## config.mk

```make
export PLATFORM = sky130hd
export DESIGN_NAME = serial_command_framer_keepalive_unit
export DESIGN_NICKNAME = d
export VERILOG_FILES = /design/src/rtl/core/scfk_pkg.sv /design/src/rtl/core/scfk_front.sv /design/src/rtl/core/scfk_queue.sv /design/src/rtl/core/scfk_back.sv /design/src/rtl/core/serial_command_framer_keepalive_unit.sv
export SDC_FILE = /design/constraint.sdc
export NUM_CORES = 1
export LEC_CHECK = 0
export ABC_AREA = 1
export BUFFER_PORTS_ARGS = -buffer_cell sky130_fd_sc_hd__buf_2
export CAP_MARGIN = 0
export CORE_UTILIZATION = 58
export CTS_BUF_LIST = sky130_fd_sc_hd__clkbuf_8
export DETAILED_ROUTE_END_ITERATION = 10
export MAX_ROUTING_LAYER = met4
export PLACE_DENSITY = 0.82
export SYNTH_ARGS = -nofsm -noshare
export SYNTH_HDL_FRONTEND = slang
export SYNTH_SLANG_ARGS = --single-unit
```

## constraint.sdc

```tcl
create_clock -name i_clk -period 3.6 [get_ports i_clk]
set_input_delay 0.72 -clock i_clk [delete_from_list [all_inputs] [get_ports i_clk]]
set_output_delay 0.72 -clock i_clk [all_outputs]
set_load 0.1 [all_outputs]
```

## src/rtl/core/scfk_pkg.sv

```systemverilog
// ============================================================================
// scfk_pkg: shared types and constants of the serial command framer
// Holds the payload structs of both channels, the job descriptor that travels
// from the front end to the back end, and the character and kind codes.
// ============================================================================
package scfk_pkg;

    // Width of buffer positions and frame lengths; covers the largest buffer.
    localparam int POS_W = 7;
    // Width of the fixed frame byte countdown.
    localparam int REM_W = 5;

    localparam logic [15:0] PERIOD_RESET = 16'd250;

    // Result kinds.
    localparam logic [1:0] KIND_BYTE  = 2'd0;
    localparam logic [1:0] KIND_ALARM = 2'd1;
    localparam logic [1:0] KIND_ECHO  = 2'd2;

    // Operation codes of an input transaction.
    localparam logic OP_BYTE = 1'b0;
    localparam logic OP_TICK = 1'b1;

    // Characters with a meaning to the framer.
    localparam logic [7:0] CH_HEARTBEAT = 8'h7E;  // '~'
    localparam logic [7:0] CH_TEXT      = 8'h3C;  // '<'
    localparam logic [7:0] CH_FIXED     = 8'h2A;  // '*'
    localparam logic [7:0] CH_NEWLINE   = 8'h0A;  // '\n'
    localparam logic [7:0] CH_RETURN    = 8'h5E;  // '^'

    typedef struct packed {
        logic       operation;
        logic [7:0] byte_value;
    } t_in_item;

    typedef struct packed {
        logic [1:0]  kind;
        logic        frame_kind;
        logic [7:0]  data;
        logic        last;
        logic [15:0] byte_sum;
        logic        emergency;
    } t_out_item;

    // One unit of work for the back end: a whole frame or a single result.
    typedef struct packed {
        logic [1:0]       kind;
        logic             frame_kind;
        logic [POS_W-1:0] len;
        logic [15:0]      byte_sum;
        logic [7:0]       data;
        logic             emergency;
    } t_job;

    typedef struct packed {
        logic             en;
        logic [POS_W-1:0] addr;
        logic [7:0]       data;
    } t_buf_wr;

endpackage

```

## src/rtl/core/scfk_front.sv

```systemverilog
// ============================================================================
// scfk_front: input classification and framing state
// Decodes bytes and ticks, keeps the frame and watchdog state, writes frame
// bytes into the buffer and hands finished work to the job queue.
// ============================================================================
module scfk_front
    import scfk_pkg::*;
#(
    parameter int BUF_DEPTH     = 32,
    parameter int FIXED_PAYLOAD = 6,
    parameter int STORE_DEPTH   = 32
) (
    input  logic        i_clk,
    input  logic        i_rst_n,
    input  logic        i_in_valid,
    input  t_in_item    i_in_data,
    output logic        o_in_stall,
    input  logic        i_hold,
    input  logic        i_cfg_we,
    input  logic [15:0] i_cfg_data,
    output logic        o_push,
    output t_job        o_job,
    output t_buf_wr     o_buf_wr
);

    localparam int PW = $clog2(STORE_DEPTH + 1);

    typedef enum logic [1:0] {
        MODE_IDLE,
        MODE_TEXT,
        MODE_FIXED
    } t_mode;

    t_mode            r_mode,   n_mode;
    logic [PW-1:0]    r_wpos,   n_wpos;
    logic [REM_W-1:0] r_remain, n_remain;
    logic [15:0]      r_sum,    n_sum;
    logic             r_stay,   n_stay;
    logic             r_alive,  n_alive;
    logic             r_emerg,  n_emerg;
    logic [15:0]      r_tick,   n_tick;
    logic             r_armed,  n_armed;
    logic [15:0]      r_period, n_period;

    logic             accept;
    logic [7:0]       b;
    logic [PW-1:0]    wpos_inc;
    logic [15:0]      sum_add;
    logic [REM_W-1:0] rem_dec;

    assign o_in_stall = i_hold;
    assign accept     = i_in_valid && !i_hold;
    assign b          = i_in_data.byte_value;
    assign wpos_inc   = r_wpos + PW'(1);
    assign sum_add    = r_sum + {8'd0, b};
    assign rem_dec    = (r_remain != '0) ? r_remain - REM_W'(1) : '0;

    always_comb begin
        n_mode   = r_mode;
        n_wpos   = r_wpos;
        n_remain = r_remain;
        n_sum    = r_sum;
        n_stay   = r_stay;
        n_alive  = r_alive;
        n_emerg  = r_emerg;
        n_tick   = r_tick;
        n_armed  = r_armed;
        n_period = i_cfg_we ? i_cfg_data : r_period;
        o_push   = 1'b0;
        o_job    = '0;
        o_buf_wr = '{en: 1'b0, addr: POS_W'(r_wpos), data: b};

        if (accept) begin
            if (i_in_data.operation == OP_TICK) begin
                if (r_armed) begin
                    if (r_tick > 16'd1) begin
                        n_tick = r_tick - 16'd1;
                    end else if (!r_stay && !r_alive) begin
                        n_emerg  = 1'b1;
                        n_armed  = 1'b0;
                        n_tick   = '0;
                        o_push   = 1'b1;
                        o_job    = '{kind: KIND_ALARM, frame_kind: 1'b0, len: '0,
                                     byte_sum: '0, data: '0, emergency: 1'b1};
                    end else begin
                        if (!r_stay) begin
                            n_alive = 1'b0;
                        end
                        n_tick = r_period;
                    end
                end
            end else if (r_emerg) begin
                if (b == CH_RETURN) begin
                    n_stay   = 1'b1;
                    n_alive  = 1'b1;
                    n_emerg  = 1'b0;
                    n_armed  = 1'b1;
                    n_tick   = r_period;
                    n_mode   = MODE_IDLE;
                    n_wpos   = '0;
                    n_remain = '0;
                    n_sum    = '0;
                    o_push   = 1'b1;
                    o_job    = '{kind: KIND_ECHO, frame_kind: 1'b0, len: '0,
                                 byte_sum: '0, data: b, emergency: 1'b0};
                end
            end else begin
                case (r_mode)
                    MODE_TEXT: begin
                        o_buf_wr.en = 1'b1;
                        n_wpos      = wpos_inc;
                        n_sum       = sum_add;
                        if (b == CH_NEWLINE) begin
                            o_push   = 1'b1;
                            o_job    = '{kind: KIND_BYTE, frame_kind: 1'b0,
                                         len: POS_W'(wpos_inc), byte_sum: sum_add,
                                         data: '0, emergency: 1'b0};
                            n_mode   = MODE_IDLE;
                            n_wpos   = '0;
                            n_sum    = '0;
                        end else if (wpos_inc > PW'(BUF_DEPTH - 2)) begin
                            // Overlong text frame: dropped without a result.
                            n_mode   = MODE_IDLE;
                            n_wpos   = '0;
                            n_sum    = '0;
                        end
                    end
                    MODE_FIXED: begin
                        o_buf_wr.en = 1'b1;
                        n_wpos      = wpos_inc;
                        n_sum       = sum_add;
                        n_remain    = rem_dec;
                        if (rem_dec == '0) begin
                            o_push   = 1'b1;
                            o_job    = '{kind: KIND_BYTE, frame_kind: 1'b1,
                                         len: POS_W'(wpos_inc), byte_sum: '0,
                                         data: '0, emergency: 1'b0};
                            n_mode   = MODE_IDLE;
                            n_wpos   = '0;
                            n_sum    = '0;
                        end
                    end
                    default: begin
                        if (b == CH_HEARTBEAT) begin
                            n_stay  = 1'b0;
                            n_alive = 1'b1;
                        end else if (b == CH_TEXT || b == CH_FIXED) begin
                            // The opening character is the first frame byte.
                            o_buf_wr.en   = 1'b1;
                            o_buf_wr.addr = '0;
                            n_wpos        = PW'(1);
                            n_sum         = {8'd0, b};
                            if (b == CH_TEXT) begin
                                n_mode   = MODE_TEXT;
                                n_remain = '0;
                            end else begin
                                n_mode   = MODE_FIXED;
                                n_remain = REM_W'(FIXED_PAYLOAD);
                            end
                        end
                    end
                endcase
            end
        end
    end

    always_ff @(posedge i_clk) begin
        if (!i_rst_n) begin
            r_mode   <= MODE_IDLE;
            r_wpos   <= '0;
            r_remain <= '0;
            r_sum    <= '0;
            r_stay   <= 1'b1;
            r_alive  <= 1'b1;
            r_emerg  <= 1'b0;
            r_tick   <= PERIOD_RESET;
            r_armed  <= 1'b1;
            r_period <= PERIOD_RESET;
        end else begin
            r_mode   <= n_mode;
            r_wpos   <= n_wpos;
            r_remain <= n_remain;
            r_sum    <= n_sum;
            r_stay   <= n_stay;
            r_alive  <= n_alive;
            r_emerg  <= n_emerg;
            r_tick   <= n_tick;
            r_armed  <= n_armed;
            r_period <= n_period;
        end
    end

endmodule

```

## src/rtl/core/scfk_queue.sv

```systemverilog
// ============================================================================
// scfk_queue: two-entry job queue
// Decouples the front end from the back end and reports whether a frame job
// is still waiting, since the frame buffer is shared between the two.
// ============================================================================
module scfk_queue
    import scfk_pkg::*;
(
    input  logic i_clk,
    input  logic i_rst_n,
    input  logic i_push,
    input  t_job i_job,
    input  logic i_pop,
    output logic o_valid,
    output t_job o_head,
    output logic o_full,
    output logic o_has_frame
);

    t_job r_ent [2];
    logic r_vld [2];
    logic r_rd;
    logic r_wr;

    assign o_valid     = r_vld[r_rd];
    assign o_head      = r_ent[r_rd];
    assign o_full      = r_vld[0] && r_vld[1];
    assign o_has_frame = (r_vld[0] && r_ent[0].kind == KIND_BYTE) ||
                         (r_vld[1] && r_ent[1].kind == KIND_BYTE);

    always_ff @(posedge i_clk) begin
        if (i_push) begin
            r_ent[r_wr] <= i_job;
        end
    end

    always_ff @(posedge i_clk) begin
        if (!i_rst_n) begin
            r_vld[0] <= 1'b0;
            r_vld[1] <= 1'b0;
            r_rd     <= 1'b0;
            r_wr     <= 1'b0;
        end else begin
            if (i_pop) begin
                r_vld[r_rd] <= 1'b0;
                r_rd        <= ~r_rd;
            end
            if (i_push) begin
                r_vld[r_wr] <= 1'b1;
                r_wr        <= ~r_wr;
            end
        end
    end

endmodule

```

## src/rtl/core/scfk_back.sv

```systemverilog
// ============================================================================
// scfk_back: result sequencer with frame buffer
// Holds the frame buffer, turns each job into output transactions, one frame
// byte per cycle unless the output stalls, through a registered output stage.
// ============================================================================
module scfk_back
    import scfk_pkg::*;
#(
    parameter int STORE_DEPTH = 32
) (
    input  logic      i_clk,
    input  logic      i_rst_n,
    input  t_buf_wr   i_buf_wr,
    input  logic      i_q_valid,
    input  t_job      i_q_head,
    output logic      o_pop,
    output logic      o_busy,
    output logic      o_out_valid,
    output t_out_item o_out_data,
    input  logic      i_out_stall
);

    localparam int AW = $clog2(STORE_DEPTH);

    typedef enum logic {
        BK_IDLE,
        BK_FRAME
    } t_bk_state;

    t_bk_state        r_state;
    t_job             r_job;
    logic [POS_W-1:0] r_idx, n_idx;
    logic [7:0]       r_rdata;
    logic [7:0]       r_mem [STORE_DEPTH];
    logic             r_out_valid;
    t_out_item        r_out;

    logic             out_free;
    logic             out_load;
    logic             frame_last;

    assign out_free    = !r_out_valid || !i_out_stall;
    assign frame_last  = (r_idx + POS_W'(1)) == r_job.len;
    assign o_pop       = (r_state == BK_IDLE) && i_q_valid &&
                         (i_q_head.kind == KIND_BYTE || out_free);
    // A new result enters the output register in this cycle.
    assign out_load    = (r_state == BK_IDLE) ? (o_pop && i_q_head.kind != KIND_BYTE)
                                              : out_free;
    assign o_busy      = (r_state == BK_FRAME);
    assign o_out_valid = r_out_valid;
    assign o_out_data  = r_out;

    // Read address runs one step ahead so r_rdata always holds entry r_idx.
    always_comb begin
        n_idx = r_idx;
        if (r_state == BK_IDLE) begin
            n_idx = '0;
        end else if (out_free) begin
            n_idx = frame_last ? '0 : r_idx + POS_W'(1);
        end
    end

    always_ff @(posedge i_clk) begin
        if (i_buf_wr.en) begin
            r_mem[i_buf_wr.addr[AW-1:0]] <= i_buf_wr.data;
        end
        r_rdata <= r_mem[n_idx[AW-1:0]];
    end

    always_ff @(posedge i_clk) begin
        if (!i_rst_n) begin
            r_state     <= BK_IDLE;
            r_idx       <= '0;
            r_out_valid <= 1'b0;
        end else begin
            r_idx <= n_idx;
            if (out_load) begin
                r_out_valid <= 1'b1;
            end else if (!i_out_stall) begin
                r_out_valid <= 1'b0;
            end
            case (r_state)
                BK_IDLE: begin
                    if (o_pop) begin
                        if (i_q_head.kind == KIND_BYTE) begin
                            r_job   <= i_q_head;
                            r_state <= BK_FRAME;
                        end else begin
                            r_out       <= '{kind: i_q_head.kind, frame_kind: 1'b0,
                                             data: i_q_head.data, last: 1'b1,
                                             byte_sum: '0,
                                             emergency: i_q_head.emergency};
                        end
                    end
                end
                BK_FRAME: begin
                    if (out_free) begin
                        r_out       <= '{kind: KIND_BYTE, frame_kind: r_job.frame_kind,
                                         data: r_rdata, last: frame_last,
                                         byte_sum: frame_last ? r_job.byte_sum : '0,
                                         emergency: r_job.emergency};
                        if (frame_last) begin
                            r_state <= BK_IDLE;
                        end
                    end
                end
                default: begin
                    r_state <= BK_IDLE;
                end
            endcase
        end
    end

endmodule

```

## src/rtl/core/serial_command_framer_keepalive_unit.sv

```systemverilog
// ============================================================================
// serial_command_framer_keepalive_unit: serial command framer with watchdog
// Frames text and fixed commands out of received bytes, supervises a
// keep-alive heartbeat with timer ticks and reports alarms and returns.
// ============================================================================
//
//  Channel   Direction  Handshake                 Payload
//  --------  ---------  ------------------------  ------------------------------
//  in        sink       i_in_valid / o_in_stall   t_in_item  (byte or tick)
//  out       source     o_out_valid / i_out_stall t_out_item (frame byte, alarm,
//                                                             echo)
//  cfg       sink       i_cfg_we                  keep-alive period, 16 bits
//
//  Bytes and ticks are decoded in the cycle they are accepted, one per cycle
//  unless stalled. An item that completes an N-byte frame yields N output
//  transactions, one per cycle from the buffer read port, by way of the queue;
//  the input stalls until the last byte is registered, and output stalls
//  stretch the drain. Alarms and echoes pass the queue and output register; a
//  full queue stalls input. Reset is synchronous, active low, buffer kept.
//
// The design has three parts. The front end decodes every transaction, keeps
// the frame, heartbeat and watchdog state and writes frame bytes into the
// buffer. Finished work goes into a short job queue as a descriptor: a whole
// frame (length and byte sum) or a single alarm or echo result. The back end
// owns the frame buffer and replays a frame byte by byte from it, or emits the
// single result, through a registered output stage, so a stalled output holds
// the front end only while a frame is pending or the queue is full.
//
module serial_command_framer_keepalive_unit
    import scfk_pkg::*;
#(
    parameter int BUF_DEPTH     = 32,
    parameter int FIXED_PAYLOAD = 6
) (
    input  logic        i_clk,
    input  logic        i_rst_n,
    input  logic        i_in_valid,
    input  t_in_item    i_in_data,
    output logic        o_in_stall,
    output logic        o_out_valid,
    output t_out_item   o_out_data,
    input  logic        i_out_stall,
    input  logic        i_cfg_we,
    input  logic [15:0] i_cfg_data
);

    // The buffer must hold the longest text frame and a whole fixed frame.
    localparam int STORE_DEPTH = (BUF_DEPTH > FIXED_PAYLOAD + 1) ?
                                 BUF_DEPTH : FIXED_PAYLOAD + 1;

    logic    push;
    t_job    job;
    t_buf_wr buf_wr;
    logic    q_valid;
    t_job    q_head;
    logic    q_full;
    logic    q_has_frame;
    logic    pop;
    logic    back_busy;
    logic    hold;

    // Input waits while the queue is full or the buffer still holds a frame
    // that has not been fully sent.
    assign hold = q_full || q_has_frame || back_busy;

    scfk_front #(
        .BUF_DEPTH     (BUF_DEPTH),
        .FIXED_PAYLOAD (FIXED_PAYLOAD),
        .STORE_DEPTH   (STORE_DEPTH)
    ) u_front (
        .i_clk      (i_clk),
        .i_rst_n    (i_rst_n),
        .i_in_valid (i_in_valid),
        .i_in_data  (i_in_data),
        .o_in_stall (o_in_stall),
        .i_hold     (hold),
        .i_cfg_we   (i_cfg_we),
        .i_cfg_data (i_cfg_data),
        .o_push     (push),
        .o_job      (job),
        .o_buf_wr   (buf_wr)
    );

    scfk_queue u_queue (
        .i_clk       (i_clk),
        .i_rst_n     (i_rst_n),
        .i_push      (push),
        .i_job       (job),
        .i_pop       (pop),
        .o_valid     (q_valid),
        .o_head      (q_head),
        .o_full      (q_full),
        .o_has_frame (q_has_frame)
    );

    scfk_back #(
        .STORE_DEPTH (STORE_DEPTH)
    ) u_back (
        .i_clk       (i_clk),
        .i_rst_n     (i_rst_n),
        .i_buf_wr    (buf_wr),
        .i_q_valid   (q_valid),
        .i_q_head    (q_head),
        .o_pop       (pop),
        .o_busy      (back_busy),
        .o_out_valid (o_out_valid),
        .o_out_data  (o_out_data),
        .i_out_stall (i_out_stall)
    );

`ifndef SYNTHESIS
    // The buffer is never written while the back end replays a frame from it.
    a_no_write_while_draining: assert property (
        @(posedge i_clk) disable iff (!i_rst_n)
        buf_wr.en |-> !back_busy && !q_has_frame
    ) else $error("frame buffer written while a frame is pending");

    // The front end never pushes into a full queue.
    a_no_queue_overflow: assert property (
        @(posedge i_clk) disable iff (!i_rst_n)
        push |-> !q_full
    ) else $error("job queue overflow");

    // An alarm always reports the emergency flag as set, an echo as cleared.
    a_alarm_flag: assert property (
        @(posedge i_clk) disable iff (!i_rst_n)
        o_out_valid && (o_out_data.kind == KIND_ALARM || o_out_data.kind == KIND_ECHO)
        |-> (o_out_data.emergency == (o_out_data.kind == KIND_ALARM)) && o_out_data.last
    ) else $error("alarm or echo result malformed");
`endif

endmodule

```

# Yosys cells after proc, flatten, opt, wreduce, memory -nomap -nowiden

Memories as Yosys holds them, arrays and structs flattened. A register that Yosys moved wholly into a read port is not among the register bits.
Cells that the tools add are included.

Register bits after elaboration: 130
Latch bits: 0
RAM bits: 328
Bits in read-only memories: 0
Input bits: 30
Output and inout bits: 31
Logic and storage cells: 235
Memories: 3

$add $sub $neg: 5
Multiply operators: 0
Divide/modulo/power cells: 0
Order comparisons: 2
Equality and inequality tests: 26
Shift-type cells: 0
Muxes and demuxes: 124
Bitwise operators: 4
Reduce and logical (&&, ||, !) cells: 45

Memories:

| memory        | words | bits a word | read ports | clocked after memory_dff | wr ports | line             | text |
|---|---|---|---|---|---|---|---|
| u_back.r_mem  | 32    | 8           | 1          | 1                        | 1        | scfk_back.sv:34  | `logic [7:0] r_mem [STORE_DEPTH];` |
| u_queue.r_ent | 2     | 35          | 3          | 1                        | 1        | scfk_queue.sv:20 | `t_job r_ent [2];` |
| u_queue.r_vld | 2     | 1           | 3          | 1                        | 2        | scfk_queue.sv:21 | `logic r_vld [2];` |

Operators by type and width:

| operator                                                                          | count |
|---|---|
| 16-bit 2-to-1 mux                                                                 | 14 |
| 35-bit 2-to-1 mux                                                                 | 6 |
| 29-bit 2-to-1 mux                                                                 | 3 |
| 35-bit case mux with 2 select lines                                               | 1 |
| 1-bit 2-to-1 mux                                                                  | 60 |
| 29-bit case mux with 2 select lines                                               | 1 |
| 6-bit 2-to-1 mux                                                                  | 7 |
| 8-bit 2-to-1 mux                                                                  | 5 |
| 5-bit 2-to-1 mux                                                                  | 7 |
| 34-bit 2-to-1 mux                                                                 | 1 |
| 33-bit 2-to-1 mux                                                                 | 1 |
| 16-bit case mux with 2 select lines                                               | 1 |
| 31-bit 2-to-1 mux                                                                 | 1 |
| 16-bit by 8-bit adder with 16-bit output                                          | 1 |
| 8-bit by 6-bit == test with 1-bit output (second input constant)                  | 2 |
| 8-bit by 7-bit == test with 1-bit output (second input constant)                  | 2 |
| 16-bit by 1-bit greater-than comparator with 1-bit output (second input constant) | 1 |
| 2-bit 2-to-1 mux                                                                  | 8 |
| 4-bit AND reduction                                                               | 4 |
| 16-bit by 1-bit subtractor with 16-bit output (second input constant)             | 1 |
| 7-bit 2-to-1 mux                                                                  | 2 |
| 2-bit by 1-bit != test with 1-bit output (second input constant)                  | 6 |
| 2-bit != test (second input constant)                                             | 6 |
| 6-bit case mux with 2 select lines                                                | 1 |
| other kinds (35)                                                                  | 64 |

# Depth between registers and ports, before layout

Gate-level depths: netlist of the first run.
An unclocked memory read counts as a cell.

Depth in word-level cells: 14
Gate-level depth with buffers: 20
Mapped depth without buffers: 19

# Hierarchy

From an unflattened synthesis of the first run, not the netlist that was laid out.

Cell total of the unflattened synthesis: 2,383
Area, all modules: 22,301.4 µm²

Modules (own cells, without submodules):

| module                               | instances | cells each | area an instance (µm²) | seq. area each (µm²) |
|---|---|---|---|---|
| scfk_back                            | 1         | 1,414      | 14,624.0               | 9,649.3 |
| scfk_front                           | 1         | 744        | 4,690.7                | 1,301.2 |
| scfk_queue                           | 1         | 222        | 2,975.4                | 2,202.1 |
| serial_command_framer_keepalive_unit | 1         | 3          | 11.3                   | 0.0 |

# Least setup slack after synthesis of the first run

OpenSTA, ideal clock, no wires.

Path type: register to register
Start point: register with a tool-made name
End point: register u_back.r_job[0] (netlist name), enable pin
Library setup time: 0.435 ns
Arrival: 2.971 ns
Data required time: 3.165 ns
Slack: 0.194 ns
Stages on the path, launching flop included: 9
Buffers on the path: 1
Period minus slack after synthesis: 3.406 ns
Cell sequence: dfxtp_1 clkbuf_1 inv_1 or2_2 o21ai_0 nand2_1 nor2_1 inv_1 nor3_1

RTL lines:

| element              | line            | text |
|---|---|---|
| end signal, assigned | scfk_back.sv:86 | `r_job <= i_q_head;` |
| end, declared        | scfk_back.sv:31 | `t_job r_job;` |

# Final worst setup path of the first run

Start point: register u_back.r_idx[0]
End point: register u_back.r_rdata[3], read port of u_back.r_mem

Word-level cells in the longest chain between the ends: 5

Ends and longest elaborated chain:

| element                                | line                             | text |
|---|---|---|
| start, declared                        | scfk_back.sv:32                  | `logic [POS_W-1:0] r_idx, n_idx;` |
| start signal, assigned                 | scfk_back.sv:76                  | `r_idx <= n_idx;` |
| 7-bit by 1-bit adder with 7-bit output | scfk_back.sv:43, scfk_back.sv:59 |  |
| 7-bit == test                          | scfk_back.sv:43                  | `assign frame_last = (r_idx + POS_W'(1)) == r_job.len;` |
| 7-bit 2-to-1 mux                       | scfk_back.sv:59                  | `n_idx = frame_last ? '0 : r_idx + POS_W'(1);` |
| 5-bit 2-to-1 mux *                     | scfk_back.sv:58                  | `end else if (out_free) begin` |
| 5-bit 2-to-1 mux *                     | scfk_back.sv:56                  | `if (r_state == BK_IDLE) begin` |
| end, declared                          | scfk_back.sv:33                  | `logic [7:0] r_rdata;` |

Mark *: on every way between the ends. The rest lies on a longest branch, timed or not.
A chain may end at the register's enable or synchronous reset.

==> flow_summary.rst, run 1 <==
.. list-table::
   :header-rows: 1

   * - Metric
     - Value
   * - # nets final
     - 2345
   * - Clock Latency Late Sink
     - 0.64 ns
   * - Overall track demand over capacity in global routing
     - 29.3%
   * - Total of cells resized after clock tree synthesis
     - 0
   * - Total of flip-flops plus latches after synthesis
     - 462
   * - Top cells by area, synth
     - sky130_fd_sc_hd__edfxtp_1 (54%), sky130_fd_sc_hd__dfxtp_1 (8.3%), sky130_fd_sc_hd__nand2_1 (7.5%), sky130_fd_sc_hd__nor2_1 (5.4%), sky130_fd_sc_hd__inv_1 (5.3%)
   * - ANT nets after route
     - 0
   * - Synth cell types
     - 52
   * - Share of cell area taken by muxes after synthesis
     - 0.0476%
   * - Cell area power density
     - 444 nW/um^2
   * - Number of port buffers
     - 60
   * - Final setup violating endpoints
     - 0
   * - Half-perimeter wire length after placement
     - 33.7 mm
   * - Via count of the first global-routing pass
     - 15400
   * - Number of detailed-route iterations in the first pass
     - 6
   * - Sequential-to-total area share from yosys stat
     - 61.9%
   * - Final period utilization
     - 89.7%
   * - Post-synthesis xor/xnor area fraction
     - 0.917%
   * - Net Sw Frac
     - 22.2%
   * - Type of the worst setup path
     - reg -> reg
   * - Highest metal layer with signal wires
     - met4
   * - IO Count
     - 61
   * - Maximum level of the CTS H-tree
     - 3
   * - Max-slew headroom at the worst pin
     - 47.6%
   * - Synth Flop Type
     - sky130_fd_sc_hd__edfxtp_1
   * - Fraction of synthesized cell area taken by the top area cell type
     - 53.6%
   * - Root buffer selected by CTS
     - sky130_fd_sc_hd__clkbuf_8
   * - Total number of clock tree sinks
     - 462
   * - Core Rows
     - 69
   * - Main combinational cell family by area after synthesis
     - simple AND/OR/NAND/NOR gates
   * - Cell area reported after detailed placement
     - 22000 sq um
   * - Die X
     - 192 um
   * - Share of total power in combinational logic
     - 3.4%
   * - Vias after detailed routing
     - 16000
   * - Adder and majority cell fraction of the synthesized area
     - 1.05%
   * - Fraction of final layout cells with drive strength greater than 1
     - 12.3%
   * - First-pass GRT wire length
     - 80.1 mm
   * - Power share of the clock group
     - 40.7%
   * - Count leader, synth
     - sky130_fd_sc_hd__nand2_1
   * - Setup fix buffers added after clock tree synthesis
     - 0
   * - Routed met1 length
     - 19.6 mm
   * - Max-slew violation count
     - 0
   * - Clock edge transition at the registers on the reported setup and hold paths
     - 0.06 ns
   * - Share of total power in sequential cells
     - 55.8%
   * - DIE HEIGHT
     - 192 um
   * - Quantity of hold-fixing buffers added after cts
     - 0
   * - Setup repair after global routing missed its margin
     - false
   * - Worst clock skew on the final layout
     - 0.0350 ns
   * - Hold slack final
     - 0.305 ns
   * - Worst-path fanout max
     - 47
   * - Total overflow reported by the global router
     - 0
   * - Number of max-cap violations
     - 0
   * - Post-synthesis cell area
     - 21000 sq um
   * - Complex-gate fraction of the synthesized area
     - 6.32%
   * - TritonCTS clock tree
     - yes
   * - DR WL met2
     - 25.2 mm
   * - Syn-to-layout area delta
     - 11.4%
   * - Synth Area in Simple Gates
     - 21.8%
   * - Critical path endpoint category
     - flop
   * - Data required, critical path
     - 4.09 ns
   * - Hold Path Class
     - in -> reg
   * - Effective utilization at floorplan
     - 59.1%
   * - Cell type with the highest aggregate area in the netlist
     - sky130_fd_sc_hd__edfxtp_1
   * - Slew of the pin with the lowest slew margin
     - 0.786 ns
   * - P_int
     - 8.09 mW
   * - Maximum ir drop on the vdd rail
     - 0.000307 V
   * - Maximum operating frequency
     - 310 MHz
   * - Number of synthesized flops with an enable pin
     - 375
   * - Die footprint
     - 37000 sq um
   * - Average cell area after synthesis
     - 9.61 sq um
   * - Vias per std cell
     - 5.67
   * - Status
     - finished clean
   * - Core area
     - 35600 sq um
   * - Detailed-route wire length per cell
     - 18.3 um
   * - Pin count of the biggest net entering global routing
     - 153
   * - Number of antenna violations at the first check in global routing
     - 2
   * - Leakage power summed over all cells
     - 9.75 nW
   * - Clock buffer count from CTS
     - 74
   * - Remaining DRCs
     - 0
   * - Crit start category
     - flop
   * - Gate count of the mapped netlist
     - 2186
   * - Maximum clock insertion buffer count
     - 3
   * - Cell types with the highest counts after synthesis
     - sky130_fd_sc_hd__nand2_1 (418), sky130_fd_sc_hd__edfxtp_1 (375), sky130_fd_sc_hd__nor2_1 (300), sky130_fd_sc_hd__inv_1 (297), sky130_fd_sc_hd__nand3_1 (162)
   * - Count of endpoints failing hold in the final timing report
     - 0
   * - Cell area after layout
     - 23400 sq um
   * - RD Place Congestion
     - 0.963
   * - Minimum period implied by the final worst setup slack
     - 3.23 ns
   * - Total detailed-routing wirelength
     - 51.7 mm
   * - Post-synth ARST share
     - 0%
   * - DR WL met3
     - 4.99 mm
   * - Initial DRC Count
     - 2032
   * - Psw
     - 2.31 mW
   * - Critical Path AT
     - 3.72 ns
   * - YS warnings
     - 0
area by class of cell:
| type | count | area [sq um] |
|---|---|---|
| sequential | 462 | 13000 |
| fill | 2659 | 12200 |
| multi-input combinational | 1320 | 6360 |
| inverter | 308 | 1160 |
| clock buffer | 77 | 1060 |
| timing repair buffer | 132 | 916 |
| tap | 461 | 577 |
| clock inverter | 58 | 333 |
| antenna | 1 | 2.50 |
flip-flops by register name, summed over array words and instances (netlist names), 5 cells and up, named ones only:
signal,count
u_back.r_idx,7
u_front.r_tick,16
u_front.r_sum,16
u_back.o_out_data,29
u_front.r_period,16
u_queue.r_ent,66
u_back.r_job,24
u_back.r_rdata,8
u_front.r_remain,5
u_back.r_mem,256
u_front.r_wpos,6
through the flow:
| stage | total power, mW | cells | TNS (ns) | utilization [%] | worst slack [ns] |
|---|---|---|---|---|---|
| global route | 10.7 | 2819 | 0 | 65.8 | 0.120 |
| finish | 10.4 | 2819 | 0 | 65.8 | 0.372 |
| CTS | 10.5 | 2818 | 0 | 65.8 | 0.402 |
| floorplan | 6.10 | 2191 | 0 | - | 0.194 |
| detailed placement | 6.27 | 2683 | -1.55 | 61.9 | -0.0740 |
| global placement | 6.26 | 2683 | 0 | 61.9 | 0.130 |
cells in the final DEF (no fill, tap or decap), types with 5 or more instances in the layout:
| cell | count |
|---|---|
| sky130_fd_sc_hd__a211oi_1 | 7 |
| sky130_fd_sc_hd__a21oi_1 | 90 |
| sky130_fd_sc_hd__a21oi_2 | 18 |
| sky130_fd_sc_hd__a31oi_1 | 9 |
| sky130_fd_sc_hd__buf_12 | 6 |
| sky130_fd_sc_hd__buf_2 | 60 |
| sky130_fd_sc_hd__buf_4 | 66 |
| sky130_fd_sc_hd__clkbuf_8 | 77 |
| sky130_fd_sc_hd__clkinv_1 | 16 |
| sky130_fd_sc_hd__clkinv_2 | 11 |
| sky130_fd_sc_hd__conb_1 | 6 |
| sky130_fd_sc_hd__dfxtp_1 | 86 |
| sky130_fd_sc_hd__edfxtp_1 | 375 |
| sky130_fd_sc_hd__ha_1 | 16 |
| sky130_fd_sc_hd__inv_1 | 322 |
| sky130_fd_sc_hd__inv_2 | 8 |
| sky130_fd_sc_hd__nand2_1 | 418 |
| sky130_fd_sc_hd__nand3_1 | 162 |
| sky130_fd_sc_hd__nand4_1 | 97 |
| sky130_fd_sc_hd__nor2_1 | 300 |
| sky130_fd_sc_hd__nor2_2 | 8 |
| sky130_fd_sc_hd__nor3_1 | 24 |
| sky130_fd_sc_hd__o211ai_1 | 10 |
| sky130_fd_sc_hd__o21ai_0 | 75 |
| sky130_fd_sc_hd__o31ai_1 | 5 |
| sky130_fd_sc_hd__or2_2 | 5 |
| sky130_fd_sc_hd__xnor2_1 | 5 |
| sky130_fd_sc_hd__xor2_1 | 17 |
kinds of logic after synthesis:
family                   after synthesis
other                                  1
flip-flops                           462
AND/OR/NAND/NOR                     1042
AO/OA/AOI/OAI                        232
XOR/XNOR                              22
multiplexers                           1
adder cells (fa/ha/maj)               17
buffers and inverters                409
metal layers:
| metal | global-route usage [%] | vias to the layer above |
|---|---|---|
| li1 | - | 7541 |
| met1 | 35.4 | 7459 |
| met2 | 47.9 | 824 |
| met3 | 5.26 | 159 |
| met4 | 13.7 | 0 |
| met5 | - | - |
worst max-delay path, cell delays in order, from the launching register on:
cell and delay, ns:
sky130_fd_sc_hd__dfxtp_1 0.36, sky130_fd_sc_hd__ha_1 0.29, sky130_fd_sc_hd__inv_1 0.05, sky130_fd_sc_hd__or2_2 0.26, sky130_fd_sc_hd__nand3_1 0.10, sky130_fd_sc_hd__nor2_2 0.06
sky130_fd_sc_hd__nand2_2 0.08, sky130_fd_sc_hd__nor2_4 0.04, sky130_fd_sc_hd__nand3_4 0.12, sky130_fd_sc_hd__nand3_4 0.48, sky130_fd_sc_hd__inv_2 0.50, sky130_fd_sc_hd__nand2_1 0.10
sky130_fd_sc_hd__nand2_1 0.08, sky130_fd_sc_hd__nand3_1 0.08, sky130_fd_sc_hd__nand3_1 0.15, sky130_fd_sc_hd__nand2_1 0.07, sky130_fd_sc_hd__nand2_1 0.12, sky130_fd_sc_hd__nand2_1 0.11
path summary, 6_finish.rpt:
path	startpoint	to	slack, ns	depth (start not counted)
max reg2reg	u_back.r_idx[0]$_SDFF_PN0_	u_back.r_rdata[3]$_DFF_P_	0.37	17
max	u_back.r_idx[0]$_SDFF_PN0_	u_back.r_rdata[3]$_DFF_P_	0.37	17
min reg2reg	u_front.r_remain[1]$_SDFFE_PN0P_	u_front.r_remain[1]$_SDFFE_PN0P_	0.46	2
min	i_cfg_data[7]	u_front.r_period[7]$_SDFFE_PN1P_	0.30	3
power by group through the flow:
| stage | clock (mW) | combinational [mW] | sequential (mW) |
|---|---|---|---|
| CTS | 4.30 | 0.351 | 5.81 |
| global placement | 0 | 0.339 | 5.92 |
| floorplan | 0 | 0.177 | 5.92 |
| detailed placement | 0 | 0.349 | 5.92 |
| global route | 4.51 | 0.387 | 5.81 |
| finish | 4.24 | 0.357 | 5.81 |
No activity file was read; power rests on OpenSTA's default activity.
==> inputs of run 2 (changes only) <==
--- a/config.mk
+++ b/config.mk
@@ -11,6 +11,7 @@
 export CORE_UTILIZATION = 58
 export CTS_BUF_LIST = sky130_fd_sc_hd__clkbuf_8
 export DETAILED_ROUTE_END_ITERATION = 10
+export GPL_ROUTABILITY_DRIVEN = 0
 export MAX_ROUTING_LAYER = met4
 export PLACE_DENSITY = 0.82
 export SYNTH_ARGS = -nofsm -noshare
==> constraint.sdc (replaced) <==
create_clock -name i_clk -period 3.6 [get_ports i_clk]
set_input_delay 0.36 -clock i_clk [delete_from_list [all_inputs] [get_ports i_clk]]
set_output_delay 0.36 -clock i_clk [all_outputs]
set_load 0.1 [all_outputs]
==> run 2 against run 1 <==
Against the previous run: sequential power about the same; sequential share of layout area is 0.057 points higher; clock power increased by 5.4%; highest routed layer unchanged; critical path depth is the same; via count up 0.33%; non-clock buffer count fell by 15; worst hold slack got worse by 0.27 ns; critical endpoint is now u_back.r_rdata[5]$_DFF_P_; fmax barely moved; die area is the same; cell count decreased by 0.32%; clock-buffer cell count increased by 1; first-iteration DRC count down 12%.
==> flow_summary.rst, run 2 (synthesis results as in run 1) <==
.. list-table::
   :header-rows: 1

   * - Metric
     - Value
   * - Leakage power summed over all cells
     - 9.67 nW (was 9.75 nW)
   * - Half-perimeter wire length after placement
     - 33.2 mm (was 33.7 mm)
   * - ANT nets after route
     - 0 (unchanged)
   * - Final setup violating endpoints
     - 0 (unchanged)
   * - Endpoint of the most critical register-to-register path
     - u_back.r_rdata[5]$_DFF_P_ (was u_back.r_rdata[3]$_DFF_P_)
   * - Data required, critical path
     - 4.12 ns (was 4.09 ns)
   * - Most used cell along the critical path
     - sky130_fd_sc_hd__nand2_1 (unchanged)
   * - IO Count
     - 61 (unchanged)
   * - Number of antenna violations at the first check in global routing
     - 1 (was 2)
   * - Vias after detailed routing
     - 16000 (about the same)
   * - Remaining DRCs
     - 0 (unchanged)
   * - Area taken by multi-input logic gates
     - 6360 sq um (unchanged)
   * - Number of port buffers
     - 60 (unchanged)
   * - Setup repair after global routing missed its margin
     - false (unchanged)
   * - Critical Path AT
     - 3.74 ns (was 3.72 ns)
   * - Total number of clock tree sinks
     - 462 (unchanged)
   * - Cell total after placement
     - 2653 (was 2683)
   * - Total of cells resized after clock tree synthesis
     - 0 (unchanged)
   * - Syn-to-layout area delta
     - 11.3% (was 11.4%)
   * - Overall power
     - 10.6 mW (was 10.4 mW)
   * - Setup_tns
     - 0 ns (unchanged)
   * - Pin count of the biggest net entering global routing
     - 153 (unchanged)
   * - Type of the worst setup path
     - reg -> reg (unchanged)
   * - Maximum cell stage delay along the critical path
     - 0.76 ns (was 0.50 ns)
   * - Cell area power density
     - 455 nW/um^2 (was 444 nW/um^2)
   * - Maximum ir drop on the vdd rail
     - 0.000300 V (was 0.000307 V)
   * - TritonCTS clock tree
     - yes (unchanged)
   * - Hold Path Class
     - in -> reg (unchanged)
   * - Overall track demand over capacity in global routing
     - 29.1% (was 29.3%)
   * - Commonest cells after routing, fill and taps aside
     - sky130_fd_sc_hd__nand2_1 (418), sky130_fd_sc_hd__edfxtp_1 (375), sky130_fd_sc_hd__inv_1 (321) (was sky130_fd_sc_hd__nand2_1 (418), sky130_fd_sc_hd__edfxtp_1 (375), sky130_fd_sc_hd__inv_1 (322))
   * - Vias per std cell
     - 5.71 (was 5.67)
   * - Maximum operating frequency
     - 310 MHz (about the same)
   * - Fill count
     - 2653 (was 2659)
   * - Fraction of final layout cells with drive strength greater than 1
     - 11.3% (was 12.3%)
   * - Total buffers and inverters traversed by the critical path
     - 2 (unchanged)
   * - First-pass GRT wire length
     - 80.0 mm (was 80.1 mm)
   * - Number of detailed-route iterations in the first pass
     - 7 (was 6)
   * - Max-slew headroom at the worst pin
     - 28.4% (was 47.6%)
   * - Core area
     - 35600 sq um (unchanged)
   * - Worst-path fanout max
     - 91 (was 47)
   * - Die X
     - 192 um (unchanged)
   * - Slew of the pin with the lowest slew margin
     - 1.07 ns (was 0.786 ns)
   * - Via count of the first global-routing pass
     - 15400 (about the same)
   * - Number of max-cap violations
     - 0 (unchanged)
   * - Total area of sequential cells
     - 13000 sq um (unchanged)
   * - Crit start category
     - flop (unchanged)
   * - Slowest cell on the critical path
     - sky130_fd_sc_hd__buf_4 (was sky130_fd_sc_hd__inv_2)
   * - Detailed-route wire length per cell
     - 18.2 um (was 18.3 um)
   * - Setup fix buffers added after clock tree synthesis
     - 0 (unchanged)
   * - Maximum clock insertion buffer count
     - 3 (unchanged)
   * - Worst Hold Path EP
     - u_front.r_period[14]$_SDFFE_PN0P_ (was u_front.r_period[7]$_SDFFE_PN1P_)
   * - Clock Latency Late Sink
     - 0.63 ns (was 0.64 ns)
   * - Critical register-to-register path startpoint
     - u_back.r_idx[0]$_SDFF_PN0_ (unchanged)
   * - Maximum level of the CTS H-tree
     - 3 (unchanged)
   * - DIE HEIGHT
     - 192 um (unchanged)
   * - Minimum period implied by the final worst setup slack
     - 3.23 ns (about the same)
   * - Number of flip-flops under the largest register name
     - 256 (unchanged)
   * - Initial DRC Count
     - 1784 (was 2032)
   * - Status
     - finished clean (unchanged)
   * - Critical path endpoint category
     - flop (unchanged)
   * - Delay-heaviest family, CP
     - simple AND/OR/NAND/NOR gates (unchanged)
   * - Max-slew violation count
     - 0 (unchanged)
   * - Total overflow reported by the global router
     - 0 (unchanged)
   * - Reg-to-reg slack, setup
     - 0.37 ns (about the same)
   * - Total detailed-routing wirelength
     - 51.2 mm (was 51.7 mm)
   * - Clock edge transition at the registers on the reported setup and hold paths
     - 0.06 ns (about the same)
   * - Hold Path Cell Cnt
     - 3 (unchanged)
   * - Cell Count, Final, Fillers Out
     - 2810 (was 2819)
   * - Root buffer selected by CTS
     - sky130_fd_sc_hd__clkbuf_8 (unchanged)
   * - # nets final
     - 2331 (was 2345)
   * - Commonest non-fill, non-tap cell in the layout
     - sky130_fd_sc_hd__nand2_1 (unchanged)
   * - Crit-path cells
     - ha_1 -> nand2_2 -> clkinv_1 -> nand2_1 -> nand2_1 -> nand2_1 -> nand3_1 -> nor2_2 -> nand3_4 -> buf_4 -> nand4_1 -> nand3_1 -> nand3_1 -> nand3_1 -> nand2_1 -> nand2_1 -> nand2_1 (was ha_1 -> inv_1 -> or2_2 -> nand3_1 -> nor2_2 -> nand2_2 -> nor2_4 -> nand3_4 -> nand3_4 -> inv_2 -> nand2_1 -> nand2_1 -> nand3_1 -> nand3_1 -> nand2_1 -> nand2_1 -> nand2_1)
   * - Count of endpoints failing hold in the final timing report
     - 0 (unchanged)
   * - Effective utilization at floorplan
     - 59.1% (unchanged)
   * - Worst R2R Path Depth
     - 17 (unchanged)
   * - Core Rows
     - 69 (unchanged)
   * - Startpoint of the most critical hold path
     - i_cfg_data[14] (was i_cfg_data[7])
   * - Final period utilization
     - 89.6% (was 89.7%)
   * - Worst clock skew on the final layout
     - 0.0300 ns (was 0.0350 ns)
   * - Clock buffer count from CTS
     - 75 (was 74)
   * - Die footprint
     - 37000 sq um (unchanged)
==> run 2: cell types whose count changed in the layout (fill, tap and decap cells not counted) <==
cell | previous run | this run
sky130_fd_sc_hd__buf_12 | 6 | 3
sky130_fd_sc_hd__buf_4 | 66 | 39
sky130_fd_sc_hd__bufinv_16 | 3 | 5
sky130_fd_sc_hd__clkbuf_8 | 77 | 78
sky130_fd_sc_hd__clkinv_2 | 11 | 13
sky130_fd_sc_hd__clkinvlp_4 | 2 | 4
sky130_fd_sc_hd__diode_2 | 1 | 2
sky130_fd_sc_hd__dlygate4sd3_1 | 0 | 15
sky130_fd_sc_hd__inv_1 | 322 | 321
sky130_fd_sc_hd__inv_6 | 3 | 2
==> run 2: through the flow <==
step / hold slack, ns / setup slack (ns) / cell area (sq um) / utilization [%]
6_report: 0.0306 / 0.374 / 23400 / 65.8
5_1_grt: 0.0576 / 0.0903 / 23400 / 65.8
3_3_place_gp: 0.447 / 0.327 / 21800 / 61.2
3_5_place_dp: 0.451 / 0.205 / 21800 / 61.2
2_1_floorplan: 0.424 / 0.194 / 21000 / -
4_1_cts: 0.00294 / 0.430 / 23400 / 65.7
==> run 2: layout make-up <==
cell class,count,area share [%]
clock inverter,62,1.73
clock buffer,78,4.59
sequential,462,55.6
timing repair buffer,117,3.43
multi-input combinational,1320,27.2
antenna,2,0.0214
tap,461,2.47
inverter,308,4.95
==> run 2: worst max path at each step <==
stage,start,to,cells after the start
floorplan,flop,u_back.r_job[0]$_DFFE_PP_,8
global placement,i_in_data[1],u_back.r_mem[27][3]$_DFFE_PP_,13
detailed placement,i_in_data[1],u_back.r_mem[2][2]$_DFFE_PP_,13
CTS,u_back.r_idx[0]$_SDFF_PN0_,u_back.r_rdata[5]$_DFF_P_,16
global route,u_back.r_idx[0]$_SDFF_PN0_,u_back.r_rdata[1]$_DFF_P_,18
finish,u_back.r_idx[0]$_SDFF_PN0_,u_back.r_rdata[5]$_DFF_P_,17
==> run 2: where the power goes <==
| part | internal, mW | switching [mW] | total, mW |
|---|---|---|---|
| combinational | 0.101 | 0.256 | 0.357 |
| clock | 2.39 | 2.07 | 4.47 |
| sequential | 5.78 | 0.0270 | 5.81 |
==> run 2: worst register-to-register path, cell delays in order, from the launching register on <==
cell	delay (ns)
sky130_fd_sc_hd__dfxtp_1	0.41
sky130_fd_sc_hd__ha_1	0.25
sky130_fd_sc_hd__nand2_2	0.10
sky130_fd_sc_hd__clkinv_1	0.06
sky130_fd_sc_hd__nand2_1	0.08
sky130_fd_sc_hd__nand2_1	0.09
sky130_fd_sc_hd__nand2_1	0.09
sky130_fd_sc_hd__nand3_1	0.10
sky130_fd_sc_hd__nor2_2	0.06
sky130_fd_sc_hd__nand3_4	0.13
sky130_fd_sc_hd__buf_4	0.77
sky130_fd_sc_hd__nand4_1	0.34
sky130_fd_sc_hd__nand3_1	0.18
sky130_fd_sc_hd__nand3_1	0.08
sky130_fd_sc_hd__nand3_1	0.13
sky130_fd_sc_hd__nand2_1	0.09
sky130_fd_sc_hd__nand2_1	0.09
sky130_fd_sc_hd__nand2_1	0.07
==> run 2: layer usage <==
layer  wire length (um)  global-route usage [%]  vias to the layer above
met5                  0                       -                        -
met4               2070                    13.4                        0
met3               5000                    5.53                      169
met2              24200                    45.7                      910
met1              19900                    36.8                     7437
li1                   -                       -                     7519
==> run 2: repair_timing <==
item / 4_1_cts / 5_1_grt
endpoints found under the hold margin: 15 / 0
setup endpoints to repair: 0 / 0
hold buffers: 15 / 0
==> inputs of run 3 (changes only) <==
--- a/config.mk
+++ b/config.mk
@@ -8,12 +8,14 @@
 export ABC_AREA = 1
 export BUFFER_PORTS_ARGS = -buffer_cell sky130_fd_sc_hd__buf_2
 export CAP_MARGIN = 0
-export CORE_UTILIZATION = 58
+export CORE_UTILIZATION = 59
 export CTS_BUF_LIST = sky130_fd_sc_hd__clkbuf_8
 export DETAILED_ROUTE_END_ITERATION = 10
 export GPL_ROUTABILITY_DRIVEN = 0
 export MAX_ROUTING_LAYER = met4
-export PLACE_DENSITY = 0.82
+export PLACE_DENSITY = 0.83
+export REMOVE_ABC_BUFFERS = 1
 export SYNTH_ARGS = -nofsm -noshare
 export SYNTH_HDL_FRONTEND = slang
+export SYNTH_HIERARCHICAL = 1
 export SYNTH_SLANG_ARGS = --single-unit
==> run 3 against run 2 <==
Against the previous run: sequential power grew 2%; register-to-register slack gained 0.08 ns; power grew 8.1%; via count grew 9.7%; routed wire length grew 7.7%; die area grew 4.2%; largest cell class unchanged; largest power group unchanged; highest routed layer unchanged.
==> flow_summary.rst, run 3 <==
.. list-table::
   :header-rows: 1

   * - Metric
     - Value
   * - Status
     - finished clean (unchanged)
   * - Vias after detailed routing
     - 17600 (was 16000)
   * - Setup fix buffers added after clock tree synthesis
     - 0 (unchanged)
   * - Root buffer selected by CTS
     - sky130_fd_sc_hd__clkbuf_8 (unchanged)
   * - Count of endpoints failing hold in the final timing report
     - 0 (unchanged)
   * - Worst R2R Path Depth
     - 18 (was 17)
   * - Clock Latency Late Sink
     - 0.66 ns (was 0.63 ns)
   * - Core area
     - 36900 sq um (was 35600 sq um)
   * - Overall track demand over capacity in global routing
     - 30.0% (was 29.1%)
   * - Number of max-cap violations
     - 0 (unchanged)
   * - Data required, critical path
     - 4.20 ns (was 4.12 ns)
   * - Core Rows
     - 70 (was 69)
   * - Fraction of final layout cells with drive strength greater than 1
     - 12.3% (was 11.3%)
   * - Worst-path fanout max
     - 65 (was 91)
   * - Via count of the first global-routing pass
     - 17000 (was 15400)
   * - Fill count
     - 2614 (was 2653)
   * - Pin count of the biggest net entering global routing
     - 129 (was 153)
   * - Maximum level of the CTS H-tree
     - 3 (unchanged)
   * - Effective utilization at floorplan
     - 60.5% (was 59.1%)
   * - Syn-to-layout area delta
     - 11.1% (was 11.3%)
   * - Endpoint of the most critical register-to-register path
     - u_back/r_rdata[4]$_DFF_P_ (was u_back.r_rdata[5]$_DFF_P_)
   * - Number of detailed-route iterations in the first pass
     - 8 (was 7)
   * - Setup repair after global routing missed its margin
     - false (unchanged)
   * - Die X
     - 196 um (was 192 um)
   * - Maximum ir drop on the vdd rail
     - 0.000266 V (was 0.000300 V)
   * - Clock buffer count from CTS
     - 75 (unchanged)
   * - Minimum period implied by the final worst setup slack
     - 3.15 ns (was 3.23 ns)
   * - Clock edge transition at the registers on the reported setup and hold paths
     - 0.07 ns (was 0.06 ns)
   * - Slew of the pin with the lowest slew margin
     - 1.17 ns (was 1.07 ns)
   * - Remaining DRCs
     - 0 (unchanged)
   * - Commonest cells after routing, fill and taps aside
     - sky130_fd_sc_hd__inv_1 (460), sky130_fd_sc_hd__nand2_1 (436), sky130_fd_sc_hd__edfxtp_1 (380) (was sky130_fd_sc_hd__nand2_1 (418), sky130_fd_sc_hd__edfxtp_1 (375), sky130_fd_sc_hd__inv_1 (321))
   * - Max-slew headroom at the worst pin
     - 21.8% (was 28.4%)
   * - Post-synthesis cell area
     - 22300 sq um (was 21000 sq um)
   * - Final period utilization
     - 87.4% (was 89.6%)
   * - Vias per std cell
     - 5.79 (was 5.71)
   * - Cell Count, Final, Fillers Out
     - 3037 (was 2810)
   * - Share of total power in sequential cells
     - 51.8% (was 54.6%)
   * - Maximum clock insertion buffer count
     - 3 (unchanged)
   * - Gate count of the mapped netlist
     - 2381 (was 2186)
   * - Half-perimeter wire length after placement
     - 34.4 mm (was 33.2 mm)
   * - Cell total after placement
     - 2883 (was 2653)
   * - ANT nets after route
     - 0 (unchanged)
   * - IO Count
     - 61 (unchanged)
   * - Number of flip-flops under the largest register name
     - 256 (unchanged)
   * - Overall power
     - 11.5 mW (was 10.6 mW)
   * - Number of port buffers
     - 60 (unchanged)
   * - Cell area power density
     - 464 nW/um^2 (was 455 nW/um^2)
   * - Worst clock skew on the final layout
     - 0.0503 ns (was 0.0300 ns)
   * - Number of antenna violations at the first check in global routing
     - 0 (was 1)
   * - Share of total power in combinational logic
     - 7.0% (was 3.4%)
   * - YS warnings
     - 6 (was 0)
   * - Total overflow reported by the global router
     - 0 (unchanged)
   * - Max-slew violation count
     - 0 (unchanged)
   * - Total of cells resized after clock tree synthesis
     - 0 (unchanged)
   * - First-pass GRT wire length
     - 87.3 mm (was 80.0 mm)
   * - Power share of the clock group
     - 41.2% (was 42.0%)
   * - Total number of clock tree sinks
     - 467 (was 462)
   * - Startpoint of the most critical hold path
     - i_cfg_data[0] (was i_cfg_data[14])
   * - Antenna cell count
     - 0 (was 2)
   * - Final setup violating endpoints
     - 0 (unchanged)
   * - Initial DRC Count
     - 2055 (was 1784)
   * - Net Sw Frac
     - 24.2% (was 22.2%)
   * - Critical Path AT
     - 3.74 ns (about the same)
   * - P_int
     - 8.70 mW (was 8.27 mW)
   * - Die footprint
     - 38600 sq um (was 37000 sq um)
   * - TritonCTS clock tree
     - yes (unchanged)
   * - First element of the critical path
     - u_back/r_idx[1]$_SDFF_PN0_ (was u_back.r_idx[0]$_SDFF_PN0_)
   * - DIE HEIGHT
     - 196 um (was 192 um)
   * - Detailed-route wire length per cell
     - 18.1 um (was 18.2 um)
   * - # nets final
     - 2518 (was 2331)
   * - Total detailed-routing wirelength
     - 55.1 mm (was 51.2 mm)
   * - Crit start category
     - flop (unchanged)
   * - Critical path endpoint category
     - flop (unchanged)
   * - Hold Path Class
     - in -> reg (unchanged)
   * - Capturing instance or port of the critical path
     - u_back/r_rdata[4]$_DFF_P_ (was u_back.r_rdata[5]$_DFF_P_)
   * - Critical register-to-register path startpoint
     - u_back/r_idx[1]$_SDFF_PN0_ (was u_back.r_idx[0]$_SDFF_PN0_)
   * - Reg-to-reg slack, setup
     - 0.45 ns (was 0.37 ns)
   * - Average cell area after synthesis
     - 9.36 sq um (was 9.61 sq um)
   * - Type of the worst setup path
     - reg -> reg (unchanged)
   * - Maximum operating frequency
     - 318 MHz (was 310 MHz)
   * - Leakage power summed over all cells
     - 10.6 nW (was 9.67 nW)
   * - Commonest non-fill, non-tap cell in the layout
     - sky130_fd_sc_hd__inv_1 (was sky130_fd_sc_hd__nand2_1)
   * - Psw
     - 2.79 mW (was 2.36 mW)
-- run 3: how the worst min path moves through the flow --
stage	to	cells after the start
6_report	u_front/r_period[0]$_SDFFE_PN0P_	3
5_1_grt	u_front/r_period[0]$_SDFFE_PN0P_	3
4_1_cts	u_front/r_period[0]$_SDFFE_PN0P_	3
3_5_place_dp	u_front/r_period[4]$_SDFFE_PN1P_	2
3_3_place_gp	u_front/r_period[4]$_SDFFE_PN1P_	2
2_1_floorplan	u_front/r_period[5]$_SDFFE_PN1P_	2
-- run 3: power groups by stage --
stage                     combinational (mW)  sequential, mW  clock (mW)
final                                  0.800            5.95        4.74
after global routing                   0.865            5.96        5.03
after CTS                              0.785            5.95        4.80
after detailed placement               0.766            6.07           0
after global placement                 0.746            6.06           0
after floorplan                        0.380            6.17           0
-- run 3: cell type report --
| cell class | count | area [sq um] | area share [%] |
|---|---|---|---|
| Multi-Input combinational cell | 1335 | 6720 | 27.1 |
| Clock inverter | 59 | 468 | 1.89 |
| Inverter | 455 | 1710 | 6.92 |
| Clock buffer | 80 | 1100 | 4.44 |
| Tap cell | 504 | 631 | 2.55 |
| Sequential cell | 467 | 13200 | 53.1 |
| Timing Repair Buffer | 137 | 978 | 3.95 |
-- run 3: per-stage QoR --
| step | hold WS, ns | util [%] | setup WS (ns) | TNS [ns] | area, sq um |
|---|---|---|---|---|---|
| 2_1_floorplan | 0.424 | - | -2.70 | -774.48 | 21500 |
| 3_3_place_gp | 0.446 | 62.5 | 0.661 | 0 | 23100 |
| 3_5_place_dp | 0.444 | 62.5 | 0.583 | 0 | 23100 |
| 4_1_cts | 0.0100 | 67.2 | 0.543 | 0 | 24800 |
| 5_1_grt | 0.0654 | 67.2 | 0.219 | 0 | 24800 |
| 6_report | 0.0553 | 67.2 | 0.454 | 0 | 24800 |
-- run 3: timing repair --
action | in CTS | in global routing
endpoints found under the hold margin | 16 | 0
hold buffers | 15 | 0
endpoints found under the setup margin | 0 | 0
-- run 3: per-layer routing --
layer | GRT usage (%) | part of all wire (%)
met1 | 37.1 | 38
met2 | 47.6 | 48
met3 | 5.51 | 10
met4 | 15.1 | 4.0
met5 | - | 0
-- run 3: critical path, stage by stage (launching register included) --
cell	delay (ns)
sky130_fd_sc_hd__dfxtp_1	0.38
sky130_fd_sc_hd__ha_1	0.23
sky130_fd_sc_hd__nand2_2	0.10
sky130_fd_sc_hd__nor2_4	0.15
sky130_fd_sc_hd__inv_2	0.06
sky130_fd_sc_hd__nand2_2	0.09
sky130_fd_sc_hd__nand2_1	0.05
sky130_fd_sc_hd__nand2_1	0.05
sky130_fd_sc_hd__nand2_1	0.09
sky130_fd_sc_hd__nor2_4	0.19
sky130_fd_sc_hd__nand2_4	0.11
sky130_fd_sc_hd__a21oi_4	0.15
sky130_fd_sc_hd__buf_4	0.61
sky130_fd_sc_hd__nand3_1	0.17
sky130_fd_sc_hd__nand3_1	0.17
sky130_fd_sc_hd__nand3_1	0.18
sky130_fd_sc_hd__nand2_1	0.12
sky130_fd_sc_hd__nand2_1	0.06
sky130_fd_sc_hd__nand2_1	0.07
